--- config.mk ---
export PLATFORM = sky130hd
export DESIGN_NAME = http_response_header_parser_top
export DESIGN_NICKNAME = d
export VERILOG_FILES = /design/src/hrhp_pkg.sv /design/src/http_response_header_parser_top.sv
export SDC_FILE = /design/constraint.sdc
export NUM_CORES = 1
export LEC_CHECK = 0
export BUFFER_PORTS_ARGS = -buffer_cell sky130_fd_sc_hd__buf_2
export CORE_ASPECT_RATIO = 2
export CORE_UTILIZATION = 55
export CTS_CLUSTER_DIAMETER = 150
export DETAILED_ROUTE_END_ITERATION = 6
export GPL_TIMING_DRIVEN = 0
export PLACE_DENSITY = 0.77
export SLEW_MARGIN = 20
export SYNTH_ARGS = -nofsm -noshare
export SYNTH_HDL_FRONTEND = slang
export SYNTH_SLANG_ARGS = --single-unit
--- constraint.sdc ---
create_clock -name aclk -period 7.7 [get_ports aclk]
set_clock_uncertainty 0.15 [all_clocks]
set_input_delay 0.385 -clock aclk [delete_from_list [all_inputs] [get_ports aclk]]
set_output_delay 0.385 -clock aclk [all_outputs]
set_load 0.005 [all_outputs]
--- src/hrhp_pkg.sv ---
// hrhp_pkg: types, phase codes, class codes and character constants for the
// response header parser; no dependencies, used by http_response_header_parser_top
package hrhp_pkg;

    // input beat: restart flag and raw reply byte
    typedef struct packed {
        logic       new_reply;
        logic [7:0] in_byte;
    } hrhp_in_t;

    // result beat: byte, its class, value end flag, status code and kind
    typedef struct packed {
        logic [7:0] out_byte;
        logic [3:0] byte_class;
        logic       value_done;
        logic [9:0] status_code;
        logic [1:0] status_kind;
    } hrhp_out_t;

    // parse phase codes
    localparam logic [3:0] PH_SEEK        = 4'd0;
    localparam logic [3:0] PH_CODE_START  = 4'd1;
    localparam logic [3:0] PH_CODE_DIGITS = 4'd2;
    localparam logic [3:0] PH_STATUS_REST = 4'd3;
    localparam logic [3:0] PH_NAME        = 4'd4;
    localparam logic [3:0] PH_NAME_CR     = 4'd5;
    localparam logic [3:0] PH_PAD         = 4'd6;
    localparam logic [3:0] PH_VALUE       = 4'd7;
    localparam logic [3:0] PH_SKIP        = 4'd8;
    localparam logic [3:0] PH_BODY        = 4'd9;
    localparam logic [3:0] PH_MALFORMED   = 4'd10;

    // byte classes
    localparam logic [3:0] CLS_STATUS = 4'd0;
    localparam logic [3:0] CLS_NAME   = 4'd1;
    localparam logic [3:0] CLS_COLON  = 4'd2;
    localparam logic [3:0] CLS_PAD    = 4'd3;
    localparam logic [3:0] CLS_VALUE  = 4'd4;
    localparam logic [3:0] CLS_SKIP   = 4'd5;
    localparam logic [3:0] CLS_END    = 4'd6;
    localparam logic [3:0] CLS_BODY   = 4'd7;
    localparam logic [3:0] CLS_BAD    = 4'd8;

    // status kinds
    localparam logic [1:0] KIND_PENDING = 2'd0;
    localparam logic [1:0] KIND_OK      = 2'd1;
    localparam logic [1:0] KIND_NOMOD   = 2'd2;
    localparam logic [1:0] KIND_OTHER   = 2'd3;

    // status code constants
    localparam logic [9:0] CODE_RESET = 10'd404;
    localparam logic [9:0] CODE_MAX   = 10'd999;
    localparam logic [9:0] CODE_OK    = 10'd200;
    localparam logic [9:0] CODE_NOMOD = 10'd304;

    // characters
    localparam logic [7:0] CH_SPACE = 8'h20;
    localparam logic [7:0] CH_COLON = 8'h3A;
    localparam logic [7:0] CH_CR    = 8'h0D;
    localparam logic [7:0] CH_LF    = 8'h0A;
    localparam logic [7:0] CH_ZERO  = 8'h30;
    localparam logic [7:0] CH_NINE  = 8'h39;

endpackage

--- src/http_response_header_parser_top.sv ---
// http_response_header_parser_top: byte-serial classifier of a reply's status line
// and headers; depends on hrhp_pkg for beat types and codes
//
// Usage: the s_ channel carries one reply byte per beat, with new_reply set on
// the first byte of a reply to restart parsing. The m_ channel returns one beat
// per input beat: the byte, its class (status, name, colon, pad, value, skip,
// end of headers, body, malformed), a flag on the CR that ends a header value,
// the status code read so far and whether it is 200, 304, another code or still pending.
// Output: the result beat is registered, so a byte accepted at one edge shows on m_ after that edge.
// Throughput: one byte per cycle unless m_ready low holds the result; the parse state and
// the code accumulator are updated in the accepting cycle, so the next byte sees them
// at once. The critical path is the code multiply-by-ten, add and saturate at 999.
// Stall: a single result register holds the beat while m_ready is low; s_ready
// is high when that register is empty or being emptied in the same cycle.
// Reset: aresetn low clears the result valid, puts parsing at the search for
// the first space and the status code to 404.
module http_response_header_parser_top (
    input  logic                aclk,
    input  logic                aresetn,
    input  logic                s_valid,
    output logic                s_ready,
    input  hrhp_pkg::hrhp_in_t  s_data,
    output logic                m_valid,
    input  logic                m_ready,
    output hrhp_pkg::hrhp_out_t m_data
);
    import hrhp_pkg::*;

    logic [3:0] phase_reg, phase_next;
    logic [9:0] code_reg, code_next;
    logic       out_valid_reg, out_valid_next;
    hrhp_out_t  out_data_reg, out_data_next;

    logic       accept;
    logic [3:0] phase_cur;
    logic [9:0] code_cur;
    logic [7:0] b;
    logic       is_digit;
    logic [3:0] digit;
    logic [13:0] code_ext;
    logic [3:0] cls;
    logic       done;
    logic [1:0] kind;

    assign s_ready = !out_valid_reg || m_ready;
    assign accept  = s_valid && s_ready;
    assign m_valid = out_valid_reg;
    assign m_data  = out_data_reg;

    // restart before the byte when a new reply begins
    assign phase_cur = s_data.new_reply ? PH_SEEK : phase_reg;
    assign code_cur  = s_data.new_reply ? CODE_RESET : code_reg;
    assign b         = s_data.in_byte;
    assign is_digit  = (b >= CH_ZERO) && (b <= CH_NINE);
    assign digit     = 4'(b - CH_ZERO);

    // accumulate a decimal digit: acc * 10 + d, saturating
    assign code_ext = ({4'd0, code_cur} << 3) + ({4'd0, code_cur} << 1) + {10'd0, digit};

    // phase transition and byte class
    always_comb begin
        phase_next = phase_cur;
        code_next  = code_cur;
        cls        = CLS_BAD;
        done       = 1'b0;
        unique case (phase_cur)
            PH_SEEK: begin
                if (b == CH_SPACE) phase_next = PH_CODE_START;
                cls = CLS_STATUS;
            end
            PH_CODE_START: begin
                if (is_digit) begin
                    code_next  = {6'd0, digit};
                    phase_next = PH_CODE_DIGITS;
                    cls        = CLS_STATUS;
                end else if (b == CH_SPACE) begin
                    cls = CLS_STATUS;
                end else begin
                    phase_next = PH_MALFORMED;
                    cls        = CLS_BAD;
                end
            end
            PH_CODE_DIGITS: begin
                if (is_digit) begin
                    code_next = (code_ext > {4'd0, CODE_MAX}) ? CODE_MAX : code_ext[9:0];
                    cls       = CLS_STATUS;
                end else if (b == CH_SPACE) begin
                    phase_next = PH_STATUS_REST;
                    cls        = CLS_STATUS;
                end else begin
                    phase_next = PH_MALFORMED;
                    cls        = CLS_BAD;
                end
            end
            PH_STATUS_REST: begin
                if (b == CH_LF) phase_next = PH_NAME;
                cls = CLS_STATUS;
            end
            PH_NAME, PH_NAME_CR: begin
                if (phase_cur == PH_NAME_CR && b == CH_LF) begin
                    phase_next = PH_BODY;
                    cls        = CLS_END;
                end else if (b == CH_COLON) begin
                    phase_next = PH_PAD;
                    cls        = CLS_COLON;
                end else begin
                    phase_next = (b == CH_CR) ? PH_NAME_CR : PH_NAME;
                    cls        = CLS_NAME;
                end
            end
            PH_PAD, PH_VALUE: begin
                if (phase_cur == PH_PAD && b == CH_SPACE) begin
                    cls = CLS_PAD;
                end else if (b == CH_CR) begin
                    phase_next = PH_SKIP;
                    done       = 1'b1;
                    cls        = CLS_SKIP;
                end else begin
                    phase_next = PH_VALUE;
                    cls        = CLS_VALUE;
                end
            end
            PH_SKIP: begin
                if (b == CH_LF) phase_next = PH_NAME;
                cls = CLS_SKIP;
            end
            PH_BODY: begin
                cls = CLS_BODY;
            end
            default: begin
                phase_next = PH_MALFORMED;
                cls        = CLS_BAD;
            end
        endcase
    end

    // status kind from the phase and code after this byte
    always_comb begin
        priority if (phase_next <= PH_CODE_DIGITS || phase_next >= PH_MALFORMED) begin
            kind = KIND_PENDING;
        end else if (code_next == CODE_OK) begin
            kind = KIND_OK;
        end else if (code_next == CODE_NOMOD) begin
            kind = KIND_NOMOD;
        end else begin
            kind = KIND_OTHER;
        end
    end

    // result beat and valid
    always_comb begin
        out_valid_next = out_valid_reg;
        out_data_next  = out_data_reg;
        if (accept) begin
            out_valid_next            = 1'b1;
            out_data_next.out_byte    = b;
            out_data_next.byte_class  = cls;
            out_data_next.value_done  = done;
            out_data_next.status_code = code_next;
            out_data_next.status_kind = kind;
        end else if (m_ready) begin
            out_valid_next = 1'b0;
        end
    end

    // control state
    always_ff @(posedge aclk) begin
        if (!aresetn) begin
            phase_reg     <= PH_SEEK;
            code_reg      <= CODE_RESET;
            out_valid_reg <= 1'b0;
        end else begin
            out_valid_reg <= out_valid_next;
            if (accept) begin
                phase_reg <= phase_next;
                code_reg  <= code_next;
            end
        end
    end

    // result payload
    always_ff @(posedge aclk) begin
        out_data_reg <= out_data_next;
    end

endmodule
After elaboration in Yosys (flattened, before gate mapping) --
Index checks and enable logic that the tools add are counted.
Storage, ports and cells: register bits after elaboration 40, input port bits 13, output and inout port bits 27, logic and storage cells 78
Operators by class: add/subtract/negate cells 3, magnitude comparators 5, equality and inequality tests 15, muxes and demuxes 29, bitwise operators 1, reduce and logical (&&, ||, !) cells 16
Operators with widths (number):
- $mux 4 | 12
- $mux 10 | 4
- $pmux 4 s7 | 1
- $pmux 4 s6 | 1
- $pmux 10 s2 | 1
- $eq 4x3->1 const B | 4
- $eq 8x4->1 const B | 2
- $eq 8x6->1 const B | 2
- $add 13x11->14 | 1
- $add 14x4->14 | 1
- $gt 14x10->1 const B | 1
- $reduce_or 2->1 | 7
- $eq 10x8->1 const B | 1
- $eq 10x9->1 const B | 1
- $eq 4x2->1 const B | 2
- $eq 4x4->1 const B | 2
- $ge 8x6->1 const B | 1
- $le 8x6->1 const B | 1
- $mux 1 | 6
- $mux 3 | 2
- $eq 4x1->1 const B | 1
- $ge 4x4->1 const B | 1
- $le 4x2->1 const B | 1
- $logic_and 1x1->1 | 4
- 7 further kinds | 9

Longest topological paths before layout --
depth in word-level cells 10, gate-level depth with buffers 19, mapped depth without buffers 15

Worst setup path before layout --
Ideal clock, no wire load.
path type input port to flip-flop, from input s_data[8] in the netlist's numbering, to register out_data_reg (netlist bit m_data[0]), data pin, setup time 277 ps, arrival 4101 ps, data required time 7273 ps, setup slack 3172 ps, stages 17, buffers on the path 4, cell sequence clkbuf_1 > clkbuf_1 > clkbuf_1 > nor2b_1 > ha_1 > ha_1 > fa_1 > a211oi_2 > o21bai_1 > a22oi_1 > mux2i_1 > or4b_1 > buf_6 > nor2b_4 > o22ai_2 > nor4_2 > a41oi_1
On the way: longest elaborated chain between the ends 10, elaborated cells on any way between the ends 39, classes of those cells add/sub: 2; order compare: 3; eq/ne: 11; mux: 16; reduce/logical: 7
RTL lines:
- start, declared | line http_response_header_parser_top.sv:22 | input hrhp_pkg::hrhp_in_t s_data,
- $mux 10 | line http_response_header_parser_top.sv:52 | assign code_cur = s_data.new_reply ? CODE_RESET : code_reg;
- $add 13x11->14 | line http_response_header_parser_top.sv:58 | assign code_ext = ({4'd0, code_cur} << 3) + ({4'd0, code_cur} << 1) + {10'd0, digit};
- $add 14x4->14 | line http_response_header_parser_top.sv:58
- $gt 14x10->1 | line http_response_header_parser_top.sv:85 | code_next = (code_ext > {4'd0, CODE_MAX}) ? CODE_MAX : code_ext[9:0];
- $mux 10 | line http_response_header_parser_top.sv:85
- $mux 10 | line http_response_header_parser_top.sv:84 | if (is_digit) begin
- $pmux 10 s2 * | line http_response_header_parser_top.sv:66 | unique case (phase_cur)
- named net code_next[9] | line http_response_header_parser_top.sv:30 | logic [9:0] code_reg, code_next;
- $eq 10x9->1 | line http_response_header_parser_top.sv:143 | end else if (code_next == CODE_NOMOD) begin
- $mux 1 | line http_response_header_parser_top.sv:143
- $mux 1 * | line http_response_header_parser_top.sv:141 | end else if (code_next == CODE_OK) begin
- end signal, assigned | line http_response_header_parser_top.sv:183 | out_data_reg <= out_data_next;
- end, declared | line http_response_header_parser_top.sv:32 | hrhp_out_t out_data_reg, out_data_next;
The timed path passes the listed nets; every way through them passes the cells marked *. A chain may end at the register's enable or synchronous reset.

Final worst setup path --
Ends and elaborated chain as after synthesis.

==> reports/qor.csv <==
metric;value;unit
fp.dieH;102.1;um
fillers;426;
cp_max_fo;10;
start_kind;primary input;
syn_area;0.002758;mm2
period_needed;5.107;ns
core_area;0.004865;mm2
insertion_delay;0.31;ns
dieArea;0.005318;mm2
outcome;finished clean;
antenna_left;0;
grt_pass1_vias;2494;
setup_viol;0;
clkTransAtPathRegs;0.08;ns
final_core_util;0.6438;
cts.sinks;40;
crit_chain;clkbuf_1 -> clkbuf_1 -> clkbuf_1 -> nor2b_1 -> ha_1 -> ha_1 -> fa_1 -> a211oi_2 -> o21bai_1 -> a22oi_1 -> mux2i_1 -> or4b_1 -> buf_6 -> o32ai_2 -> and3_1 -> a41oi_1;
design_area;0.003132;mm2
hold_viol;0;
hold_buffers;0;
syn_nets;343;
post_drt_wl_per_cell;17.39;um
fin_ws;2.593;ns
fp-row-count;36;
clockRootBuffer;clkbuf_8;
fin_crit_sh;0.6632;
via_count;2559;
final_common_cell;nor2_1;
synth_enable_flop_cells;25;
num_antenna_cells;0;
total_power;0.0005337;W
area_growth;13.57;%
ctsHtreeMaxLevel;2;
numCtsBuffers;5;
gp_congestion;0.9262;
grt_overflow;0;
ios;40;
rsz0062_at_grt;false;
drv_slew;0;
ys_seq_area_frac;0.3811;
cts_setup_buffers;0;
leakage;1.269;nW
crit_type;primary input to register;
avgViaCountPerCell;6.196;
ys_ff_latch;40;
dieWidth;52.07;um
cts.path.max_buffers;2;
grt_pass1_wl;11220;um
synth_ff_type;edfxtp_1;
final_cell_mix;nor2_1, buf_2, nand2_1;
dp_hpwl;5592;um
cp.arrival;4.99;ns
p_per_area;170.4;mW/mm2
grt.total_usage;0.2918;
yosysWarnings;0;
cp_num_buf_inv;4;
crit_family;buffers and inverters;
maxSlewHeadroom;0.4621;
place_ws;2.343;ns
cp-end-kind;register;
cts_tree;done;
final_nets;388;
timing.setup.tns;0;ns
syn_inst;310;
cap_violations;0;
max_freq;0.1958;GHz
worst_pin_slew;0.8069;ns
critPathRequiredTime;7.58;ns
drc_errors;0;
wl;7182;um
dpl_cell_area;0.003020;mm2
ir_drop;123.1;uV
cts_resized;0;
drt_iter0_markers;93;
hp-class;primary input to register;
cp_slowest_cell;or4b_1;
critical_path.max_stage_delay;0.52;ns
syn_avg_cell_area;8.896;um2
largest_register_ff_count;25;
synth.distinct_cells;66;
async_flop_share;0;
grt_max_degree;35;
drt_first_pass_iters;4;
antenna_found_initial;0;
path_common_cell;clkbuf_1;
port_buffers;38;
layout-drive-gt1-share;0.1882;
start_util;0.5669;
==> worst register-to-register path, cell delays in order, from the launching register on <==
cell	delay (ns)
dfxtp_1	0.33
nor2b_1	0.39
xor2_1	0.20
ha_1	0.28
fa_1	0.49
a211oi_2	0.27
o21bai_1	0.14
a22oi_1	0.26
mux2i_1	0.11
or4b_1	0.52
buf_6	0.16
o32ai_2	0.47
and3_1	0.23
a41oi_1	0.11
==> final cells by class <==
cell class,instances,area [um2],area share
plain buffers,15,73.82,0.02357
clock buffers,5,68.82,0.02197
clock inverters,3,42.54,0.01358
inverters,13,48.80,0.01558
multi-input cells,242,1585,0.5062
flip-flops and latches,40,1051,0.3356
well taps,57,71.32,0.02277
repair buffers,38,190.2,0.06073
==> worst paths after layout <==
path / depth (start not counted) / endpoint / from / slack (ns)
worst min register to register: 2 / code_reg[0]$_SDFFE_PN0P_ / code_reg[0]$_SDFFE_PN0P_ / 0.32
worst min-delay path: 1 / m_data[20]$_DFFE_PP_ / s_data[3] / 0.12
worst max-delay path: 16 / m_data[0]$_SDFFCE_PP0P_ / s_data[8] / 2.59
worst max register to register: 13 / m_data[0]$_SDFFCE_PP0P_ / code_reg[0]$_SDFFE_PN0P_ / 3.32
==> layer usage <==
layer	global-route usage	part of all wire	wire length, um	vias up
li1	-	-	-	1220
met1	0.2605	0.34	2475	1199
met2	0.5424	0.55	3939	104
met3	0.03720	0.039	278	36
met4	0.2474	0.068	489	0
met5	0	0	0	-
==> cell usage after synthesis (3+ instances only) <==
cell type / instances / area, um2
nor3_1: 11 / 55.05
nand2_1: 32 / 120.1
o21ai_0: 19 / 95.09
clkbuf_1: 11 / 41.29
a31oi_1: 3 / 18.77
nor4_1: 3 / 18.77
o211ai_1: 4 / 30.03
a21boi_0: 3 / 22.52
nor2_1: 40 / 150.1
nor3b_1: 7 / 52.55
edfxtp_1: 25 / 750.7
inv_1: 13 / 48.80
xor2_1: 6 / 52.55
dfxtp_1: 15 / 300.3
nand3_1: 9 / 45.04
nand2b_1: 8 / 50.05
ha_1: 19 / 237.7
a21oi_1: 15 / 75.07
nor2b_1: 8 / 50.05
==> metrics by stage <==
step | cells | hold WS (ns)
floorplan | 310 | 0.2889
global placement | 405 | 0.2994
finish | 413 | 0.1174
global route | 413 | 0.1177
detailed placement | 405 | 0.3104
CTS | 413 | 0.1074
==> report_power, final <==
group	switching (W)	total [W]	internal, W	leakage, nW
sequential	0.00000499	0.000247	0.000242	0.364
clock	0.0000775	0.000173	0.0000956	0.0503
combinational	0.0000695	0.000114	0.0000445	0.855
total	0.000152	0.000534	0.000382	1.27
==> cell families after synthesis <==
group                      Yosys count  synth area share
AOI/OAI and AO/OA                   79            0.2060
DFF                                 40            0.3811
xor gates and xnor gates             7           0.02223
and+or+nand+nor                    135            0.2495
muxes                                1          0.003630
adders and majority gates           20           0.09347
buffers and inverters               28           0.04401
Power figures use the tool's default switching activity.
